File: src/rtl/tls_pkg.sv
// Shared constants, types and helpers for the transpose list search unit.
package tls_pkg;

	// List memory geometry
	localparam int LIST_DEPTH = 1024;
	localparam int ADDR_W     = (LIST_DEPTH > 1) ? $clog2(LIST_DEPTH) : 1;
	localparam int CNT_W      = $clog2(LIST_DEPTH + 1);

	// Field widths fixed by the interface
	localparam int DATA_W     = 32;
	localparam int IDX_W      = 10;
	localparam int POS_W      = 10;
	localparam int LEN_W      = 11;

	localparam logic [LEN_W-1:0] LEN_RESET = LEN_W'(1024);

	// Operation codes
	localparam logic OP_LOAD   = 1'b0;
	localparam logic OP_SEARCH = 1'b1;

	// Sequencer states
	typedef enum logic [1:0] {
		ST_IDLE,
		ST_SCAN,
		ST_SWAP,
		ST_RESULT
	} state_t;

	// Request to the list memory
	typedef struct packed {
		logic              we;
		logic [ADDR_W-1:0] waddr;
		logic [DATA_W-1:0] wdata;
		logic [ADDR_W-1:0] raddr;
	} mem_req_t;

	// Finished search result
	typedef struct packed {
		logic             found;
		logic [POS_W-1:0] position;
	} result_t;

	// Map a list address onto the reported position field
	function automatic logic [POS_W-1:0] to_pos(input logic [ADDR_W-1:0] addr);
		logic [31:0] wide;
		wide = 32'(addr);
		return wide[POS_W-1:0];
	endfunction

endpackage

File: src/rtl/tls_ctrl.sv
// Search sequencer: walks the list with one comparator, swaps a hit past index 0.
module tls_ctrl (
	input  logic                          clk,
	input  logic                          arst_n,
	input  logic [tls_pkg::LEN_W-1:0]     list_length,
	input  logic                          in_valid,
	output logic                          in_ready,
	input  logic                          opcode,
	input  logic [tls_pkg::IDX_W-1:0]     entry_index,
	input  logic [tls_pkg::DATA_W-1:0]    entry_value,
	output tls_pkg::mem_req_t             mem_req,
	input  logic [tls_pkg::DATA_W-1:0]    rdata,
	output logic                          res_valid,
	input  logic                          res_take,
	output tls_pkg::result_t              res
);

	tls_pkg::state_t                state_q, state_d;
	logic [tls_pkg::DATA_W-1:0]     key_q, key_d;
	logic [tls_pkg::DATA_W-1:0]     prev_q, prev_d;
	logic [tls_pkg::ADDR_W-1:0]     cmp_q, cmp_d;
	logic                           found_q, found_d;
	logic [tls_pkg::POS_W-1:0]      pos_q, pos_d;

	logic [tls_pkg::CNT_W-1:0]      eff_len;
	logic                           load_ok;
	logic                           last_idx;
	logic                           hit;

	// Clamp the configured length to the memory depth
	always_comb begin
		if (32'(list_length) > 32'(tls_pkg::LIST_DEPTH)) begin
			eff_len = tls_pkg::CNT_W'(tls_pkg::LIST_DEPTH);
		end else begin
			eff_len = tls_pkg::CNT_W'(list_length);
		end
	end

	assign load_ok  = 32'(entry_index) < 32'(tls_pkg::LIST_DEPTH);
	assign last_idx = (tls_pkg::CNT_W'(cmp_q) + tls_pkg::CNT_W'(1)) == eff_len;
	assign hit      = (rdata == key_q);

	// State and working registers
	always_ff @(posedge clk or negedge arst_n) begin
		if (!arst_n) begin
			state_q <= tls_pkg::ST_IDLE;
		end else begin
			state_q <= state_d;
		end
	end

	always_ff @(posedge clk) begin
		key_q   <= key_d;
		prev_q  <= prev_d;
		cmp_q   <= cmp_d;
		found_q <= found_d;
		pos_q   <= pos_d;
	end

	// Next state, memory requests and handshakes
	always_comb begin
		state_d       = state_q;
		key_d         = key_q;
		prev_d        = prev_q;
		cmp_d         = cmp_q;
		found_d       = found_q;
		pos_d         = pos_q;
		in_ready      = 1'b0;
		res_valid     = 1'b0;
		mem_req.we    = 1'b0;
		mem_req.waddr = tls_pkg::ADDR_W'(entry_index);
		mem_req.wdata = entry_value;
		mem_req.raddr = '0;

		unique case (state_q)
			tls_pkg::ST_IDLE: begin
				// Keep entry zero on the read port so a scan starts at once
				in_ready = 1'b1;
				if (in_valid) begin
					if (opcode == tls_pkg::OP_LOAD) begin
						mem_req.we = load_ok;
					end else begin
						key_d = entry_value;
						cmp_d = '0;
						if (eff_len == '0) begin
							found_d = 1'b0;
							pos_d   = '0;
							state_d = tls_pkg::ST_RESULT;
						end else begin
							state_d = tls_pkg::ST_SCAN;
						end
					end
				end
			end
			tls_pkg::ST_SCAN: begin
				// Compare entry cmp_q, prefetch the next one
				mem_req.raddr = cmp_q + tls_pkg::ADDR_W'(1);
				if (hit) begin
					found_d = 1'b1;
					if (cmp_q == '0) begin
						pos_d   = '0;
						state_d = tls_pkg::ST_RESULT;
					end else begin
						// First half of the swap: key moves up one place
						mem_req.we    = 1'b1;
						mem_req.waddr = cmp_q - tls_pkg::ADDR_W'(1);
						mem_req.wdata = key_q;
						pos_d         = tls_pkg::to_pos(cmp_q - tls_pkg::ADDR_W'(1));
						state_d       = tls_pkg::ST_SWAP;
					end
				end else if (last_idx) begin
					found_d = 1'b0;
					pos_d   = '0;
					state_d = tls_pkg::ST_RESULT;
				end else begin
					cmp_d  = cmp_q + tls_pkg::ADDR_W'(1);
					prev_d = rdata;
				end
			end
			tls_pkg::ST_SWAP: begin
				// Second half of the swap: old neighbor drops into the hit slot
				mem_req.we    = 1'b1;
				mem_req.waddr = cmp_q;
				mem_req.wdata = prev_q;
				state_d       = tls_pkg::ST_RESULT;
			end
			tls_pkg::ST_RESULT: begin
				// Hold until the output register is free
				res_valid = 1'b1;
				if (res_take) begin
					state_d = tls_pkg::ST_IDLE;
				end
			end
			default: begin
				state_d = tls_pkg::ST_IDLE;
			end
		endcase
	end

	assign res.found    = found_q;
	assign res.position = pos_q;

endmodule

File: config.mk
export PLATFORM = sky130hd
export DESIGN_NAME = tls_ctrl
export DESIGN_NICKNAME = d
export VERILOG_FILES = /design/src/rtl/tls_pkg.sv /design/src/rtl/tls_ctrl.sv
export SDC_FILE = /design/constraint.sdc
export NUM_CORES = 1
export LEC_CHECK = 0
export BUFFER_PORTS_ARGS = -buffer_cell sky130_fd_sc_hd__buf_2
export CAP_MARGIN = 20
export CORE_MARGIN = 2
export CORE_UTILIZATION = 53
export CTS_BUF_LIST = sky130_fd_sc_hd__clkbuf_8
export DETAILED_ROUTE_END_ITERATION = 12
export GPL_TIMING_DRIVEN = 0
export PLACE_DENSITY = 0.83
export SLEW_MARGIN = 20
export SYNTH_ARGS = -nofsm -noshare
export SYNTH_HDL_FRONTEND = slang
export SYNTH_SLANG_ARGS = --single-unit
File: constraint.sdc
create_clock -name clk -period 4.7 [get_ports clk]
set_clock_uncertainty 0.05 [all_clocks]
set_input_delay 0.47 -clock clk [delete_from_list [all_inputs] [get_ports clk]]
set_output_delay 0.47 -clock clk [all_outputs]
set_load 0.05 [all_outputs]
== After elaboration in Yosys (flattened, before gate mapping) ==
Cells that the tools add are included.

* Add/sub/neg operators: 3
* $mul: 0
* Div/mod/pow operators: 0
* Magnitude comparators: 1
* Eq/ne operators: 12
* Shift-type cells: 0
* Muxes and demuxes: 36
* Bitwise logic cells: 2
* Reduce and logical (&&, ||, !) cells: 9

{| class="wikitable"
|+ Operators with widths
! operator !! count
|-
| 10-bit two-way mux || 11
|-
| 43-bit two-way mux || 2
|-
| 42-bit case mux with 2 select lines || 1
|-
| 10-bit case mux with 2 select lines || 2
|-
| 32-bit == test || 1
|-
| 2-bit two-way mux || 6
|-
| 2-bit inequality test, second input constant || 6
|-
| 10-bit by 1-bit adder with 11-bit output, second input constant || 1
|-
| 11-bit == test || 1
|-
| 11-bit greater-than comparator, second input constant || 1
|-
| 11-bit logical NOT || 1
|-
| 11-bit two-way mux || 1
|-
| 10-bit by 1-bit adder with 10-bit output, second input constant || 1
|-
| 10-bit logical NOT || 1
|-
| 1-bit two-way mux || 10
|-
| 5-bit AND reduction || 2
|-
| 10-bit by 1-bit subtractor with 10-bit output, second input constant || 1
|-
| 2-bit case mux with 4 select lines || 1
|-
| 3-bit AND reduction || 2
|-
| 2-bit == test, second input constant || 2
|-
| 4-bit AND reduction || 1
|-
| 3-bit inequality test, second input constant || 1
|-
| 1-bit case mux with 3 select lines || 1
|-
| 2-bit by 1-bit == test with 1-bit output, second input constant || 1
|-
| 4 further kinds || 5
|}

* Flip-flop bits (word level): 87
* Bits in latches: 0
* Bits in writable memories: 0
* ROM bits: 0
* Bits of input ports: 90
* Output and inout bits: 66
* Logic and storage cells: 69
* Memories kept: 0

== Longest topological paths before layout ==
Gate-level depths: netlist (run 1).

* Depth in word-level cells: 7
* Depth in mapped cells: 11
* Gate-level depth less buffers: 10

== Worst setup path before layout (run 1) ==
Ideal clock, no wire load.

* Path type: reg2reg
* Start: register cmp_q[0] (netlist bit)
* End: register found_q (enable)
* Setup time: 0.383 ns
* Arrival: 3.090 ns
* Required time: 4.267 ns
* Setup slack: 1.178 ns
* Cell stages (with the launch flop): 11
* Buffers on the path: 1
* Clock period less this slack: 3.522 ns
* Path through: edfxtp_1 -> buf_4 -> inv_1 -> ha_1 -> nor4b_1 -> a31oi_1 -> o32a_1 -> a311oi_1 -> and4b_1 -> a41oi_4 -> a21oi_1

* Word-level cells in the longest chain between the ends: 4

{| class="wikitable"
|+ Ends and longest elaborated chain
! what !! RTL line !! source
|-
| start, declared || tls_ctrl.sv:21 || <nowiki>logic [tls_pkg::ADDR_W-1:0] cmp_q, cmp_d;</nowiki>
|-
| start signal, assigned || tls_ctrl.sv:55 || <nowiki>cmp_q <= cmp_d;</nowiki>
|-
| 10-bit by 1-bit adder with 11-bit output || tls_ctrl.sv:40 || <nowiki>assign last_idx = (tls_pkg::CNT_W'(cmp_q) + tls_pkg::CNT_W'(1)) == eff_len;</nowiki>
|-
| 11-bit == test || tls_ctrl.sv:40 ||
|-
| 3-bit inequality test (no source line) || - ||
|-
| 5-bit AND reduction (no source line) || - ||
|-
| end signal, assigned || tls_ctrl.sv:56 || <nowiki>found_q <= found_d;</nowiki>
|-
| end, declared || tls_ctrl.sv:22 || <nowiki>logic found_q, found_d;</nowiki>
|}

No other way between the ends.
A chain may end at the register's enable or synchronous reset.

==> run metrics, run 1 <==
status=complete, no violations; site row count=34; Netlist cell types=51; Die X=99.7 um; Async S/R FF share, synth=2.30%; # Max-Cap Violations=0; largest net degree at the start of global routing=34; WHS Path Cells=1; detailed-route vias per instance=5.98; Port Buffers=155; ranking of synthesized cells by area=edfxtp_1 (53%), a22o_1 (13%), xnor2_1 (7.9%); synth cell count leaders=edfxtp_1 (85), a22o_1 (74), xnor2_1 (44); # IOs=156; maximum clock rate=0.261 GHz; post-detail-place hpwl=10.3 mm; drt wl/cell=20.1 um; Yosys warnings=0; routability cong.=0.944; Worst EP required=4.18 ns; core area=8810 sq um; Synth Cell Area=4850 sq um; Synth top area share=52.6%; Critical Path Start=key_q[30]; Tightest Pin Transition=0.826 ns; antenna violations before repair=0; vias in the first global route=4152; Critical R2R Capture=pos_q[8]; fraction of layout cells with a size suffix above 1=35.8%; Reg2Reg Setup Slack=1.04 ns; Post-Route Setup TNS=0 ns; minimum clock period=3.82 ns; Congestion Overflow GR=0; global-route wire length before repair=21.1 mm; Pwr Density=776 nW/um^2; RSZ-0062 raised after global routing=no; Die Ht=99.7 um; clk_lat worst skew=0.36 ns; crit path DAT=3.30 ns; largest family of logic cells by synthesized area=compound AO/OA/AOI/OAI gates; Total Power=4.67 mW; post-route ant nets=0; XOR/XNOR Fraction of Synth Area=9.92%; synthesis-stage register bit count=87; fin. max-slew vios=0; ant diodes=0; CP endpoint kind=output pin; post-synthesis adder-cell area fraction=1.75%; Hold Path End=key_q[9]; Hold Buf Count CTS=1; post-CTS sizing=0; CTS HTree Levels=3; sequential share of the synthesized area=53.6%; TritonRoute pass-1 iters=4; crit-path max FO=10; peak supply drop=0.392 mV; final wirelength=13.8 mm; startpoint types=flip-flop; syn avg cell area=12.1 sq um; worst reg2reg path depth=10; simple-gate share of the synthesized area=11.3%; Cells after Synth=402; CTS tree=done; type of the worst setup path=reg2out; routed vias=4092; Hold Crit Start=entry_value[9]; 1st-iter DRT viols=263; Primary FF master, synth=edfxtp_1; Clock Tree Root=clkbuf_8; reg2reg start=cmp_q[0]; Mapped Nets=498; clock sink count=87; most frequent cell after synthesis=edfxtp_1; compound-cell area share of the yosys netlist=19.5%; Setup-failing EPs final=0; total CTS buffers=9; Layout area overhead=23.9%; Die Area=9940 sq um; Post-synth EDFFs=85; Setup Buffers After CTS=0; Met2 Wirelength=6.68 mm; Worst slew margin=44.7%; endpoints failing hold=0; Initial Utilization=55.1%; Leakage Power=2.40 nW; maximum clock path buffer count=2; area leader, netlist=edfxtp_1; Residual DRC=0; Total Routing Usage GR=27.6%; post-synthesis mux area share=0%; Max Used Layer=met4; met3 wire length=1.04 mm; Hold Path Class=in2reg; Worst-path clk slew=0.10 ns; met1 WL=5.57 mm; post-route clock period utilization=81.4%; nets=667
## worst max path at each step
stage,endpoint,slack [ns]
4_1_cts,pos_q[8],0.68
5_1_grt,mem_req[13],0.68
3_5_place_dp,pos_q[0],0.70
2_1_floorplan,found_q,1.18
3_3_place_gp,pos_q[0],0.36
6_report,mem_req[13],0.88
## power by group
group / total (mW) / internal (mW) / switching (mW)
clock network: 0.545 / 0.254 / 0.292
registers: 1.10 / 1.03 / 0.0680
logic: 3.02 / 0.823 / 2.20
total: 4.67 / 2.11 / 2.56
## registers in the layout, summed over array words and instances, names as in the netlist
register,flops
state_q,2
pos_q,10
found_q,1
prev_q,32
cmp_q,10
key_q,32
## critical path: stages (launching register included)
cell,delay (ns)
edfxtp_1,0.41
xnor2_1,0.23
nand4_1,0.11
nor4_1,0.38
nand2_1,0.23
nor3_2,0.39
clkbuf_1,0.54
a22o_1,0.23
a22o_1,0.14
buf_2,0.26
## per-stage QoR
| stage | utilization [%] | hold WS (ns) | setup slack, ns | instance area [sq um] | instances |
|---|---|---|---|---|---|
| 4_1_cts | 68.2 | 0.238 | 0.677 | 6000 | 683 |
| 3_3_place_gp | 65.5 | 0.210 | 0.360 | 5770 | 665 |
| 5_1_grt | 68.3 | 0.245 | 0.681 | 6020 | 684 |
| 2_1_floorplan | - | 0.124 | 1.18 | 4850 | 402 |
| 3_5_place_dp | 65.8 | 0.213 | 0.699 | 5790 | 666 |
| 6_report | 68.3 | 0.250 | 0.876 | 6020 | 684 |
## routing by layer
| layer | track usage, % | up-vias |
|---|---|---|
| li1 | - | 1879 |
| met3 | 4.08 | 35 |
| met5 | 0 | - |
| met2 | 46.5 | 204 |
| met1 | 35.4 | 1974 |
| met4 | 12.3 | 0 |
## cells by family (layout without fill, tap and decap cells)
group	count (synthesis)	count (layout)
flops	87	87
simple gates	99	99
compound gates	117	117
fa+ha+maj	7	7
buf+inv	40	214
xor+xnor	52	52
## cell usage in the layout (no fill, tap or decap), drive strengths merged, types with 9 or more instances in the layout
cell type,n
a22o,74
buf,170
clkbuf,26
edfxtp,85
inv,14
nand2,20
nand3,9
nand4,11
nor2,32
o21ai,17
xnor2,45
## layout make-up
type                            count  area [sq um]
Fill cell                         677          2790
Sequential cell                    87          2600
Multi-Input combinational cell    275          2070
Timing Repair Buffer              158           821
Buffer                             30           151
Tap cell                          108           135
Clock buffer                        9           124
Clock inverter                      7          77.6
Inverter                           10          37.5
No activity file was read; power rests on OpenSTA's default activity.
==> inputs of run 2 (changes only) <==
Clock period 4.7 ns to 3.7 ns, I/O delays scaled along.
==> run 2 against run 1 <==
Worst hold slack got worse by 0.10 ns. Critical path depth rose by 3. Clock-buffer cell count did not move. Power rose by 28%. Wire length rose by 0.82%. Die area did not move. Final cell count rose by 0.15%. Final area rose by 0.73%. Non-clock buffer count rose by 1.
==> run metrics, run 2 (synthesis gave the netlist of run 1 again) <==
Pwr Density=985 nW/um^2 (+27%); most frequent cells in the layout=buf_2 (159), edfxtp_1 (85), a22o_1 (74), xnor2_1 (44), nor2_1 (31); routability cong.=0.944 (unchanged); minimum clock period=3.57 ns; Die Area=9940 sq um (unchanged); CTS tree=done; detailed-route vias per instance=6.00 (+0.29%); Die Ht=99.7 um (unchanged); dpl cells=666 (unchanged); Residual DRC=0 (unchanged); core area=8810 sq um (unchanged); Post-Route Setup TNS=0 ns (unchanged); peak supply drop=0.484 mV (+24%); maximum clock rate=0.280 GHz; antenna violations before repair=0 (unchanged); Tightest Pin Transition=0.852 ns (+0.0260 ns); routed vias=4110 (+0.44%); TritonRoute pass-1 iters=7 (+3); clk_lat worst skew=0.36 ns (about the same); Initial Utilization=55.1% (unchanged); crit-path max FO=10 (unchanged); status=complete, no violations; Die X=99.7 um (unchanged); Total Routing Usage GR=27.6% (+0.030 points); crit path DAT=3.15 ns (-0.15 ns); CP endpoint kind=output pin; global-route wire length before repair=21.1 mm (+0.13%); Congestion Overflow GR=0 (unchanged); maximum clock path buffer count=2 (unchanged); Total Power=5.97 mW (+28%); Leakage Power=2.42 nW (+0.99%); fin cells=685 (+0.15%); post-detail-place hpwl=10.3 mm (unchanged); Worst EP required=3.28 ns (-0.90 ns); drt wl/cell=20.2 um (+0.67%); Hold Path Class=in2reg; fin. max-slew vios=0 (unchanged); post-route clock period utilization=96.4%; Worst slew margin=43.0% (-1.7 points); Clock Tree Root=clkbuf_8; Worst-path clk slew=0.10 ns (about the same); Setup-failing EPs final=0 (unchanged); Port Buffers=155 (unchanged); site row count=34 (unchanged); clock sink count=87 (unchanged); Largest regs=key_q (32), prev_q (32); type of the worst setup path=reg2out; commonest non-fill, non-tap cell in the layout=buf_2; ant diodes=0 (unchanged); startpoint types=flip-flop; # Max-Cap Violations=0 (unchanged); fraction of layout cells with a size suffix above 1=36.6% (+0.80 points); # IOs=156 (unchanged); total CTS buffers=9 (unchanged); vias in the first global route=4154 (+0.048%); final wirelength=13.9 mm (+0.82%); CTS HTree Levels=3 (unchanged); largest net degree at the start of global routing=34 (unchanged); 1st-iter DRT viols=325 (+24%); nets=668 (+0.15%); Layout area overhead=24.8%; endpoints failing hold=0 (unchanged); post-route ant nets=0 (unchanged)
==> run 2: path summary, 6_finish.rpt <==
path | startpoint | end | slack, ns | cells past startpoint
max | cmp_q[0] | mem_req[41] | 0.13 | 12
min | entry_value[9] | key_q[9] | 0.15 | 1
max reg2reg | cmp_q[0] | pos_q[8] | 0.34 | 11
min reg2reg | state_q[0] | state_q[0] | 0.57 | 1
max in group asynchronous | arst_n | state_q[0] | 3.23 | 2
min in group asynchronous | arst_n | state_q[1] | 0.28 | 2
==> run 2: worst max-delay path, cell delays in order, from the launching register on <==
cell,delay [ns]
edfxtp_1,0.42
buf_4,0.20
inv_1,0.12
ha_1,0.20
nand2_1,0.11
nor2_1,0.12
nand2_1,0.12
nor3_2,0.25
nor2_1,0.15
o21ai_1,0.33
clkbuf_4,0.33
a22o_1,0.18
buf_2,0.27
==> run 2: layout make-up <==
class                   count  area, sq um
plain buffers              30          163
clock buffers               9          124
clock inverters             7         77.6
multi-input cells         275         2080
fillers                   672         2750
inverters                  10         37.5
well taps                 108          135
flip-flops and latches     87         2600
repair buffers            159          841
==> run 2: routing by layer <==
metal	up-vias	GRT usage (%)	routed length, um
met5	-	0	0
met4	0	12.3	424
met3	29	3.79	1110
met2	204	46.6	6750
met1	1995	35.5	5590
li1	1882	-	-
==> run 2: what timing repair did <==
item,in CTS,in global routing
setup endpoints to repair,12,51
setup buffers,0,1
hold endpoints to repair,2,0
resized for setup,2,9
hold buffers,1,0
==> run 2: power breakdown <==
group / internal [mW] / switching [mW] / leakage [nW]
clock: 0.322 / 0.371 / 0.106
sequential: 1.31 / 0.0872 / 0.817
combinational: 1.08 / 2.80 / 1.50
total: 2.71 / 3.26 / 2.42
==> run 2: per-stage QoR <==
stage	worst slack (ns)	area, sq um	utilization (%)	hold slack [ns]
after floorplan	0.178	4850	-	0.0244
after global placement	-0.640	5770	65.5	0.110
after detailed placement	-0.301	5790	65.8	0.113
after CTS	0.00590	6010	68.2	0.138
after global routing	-0.0529	6060	68.8	0.145
final	0.133	6060	68.8	0.146
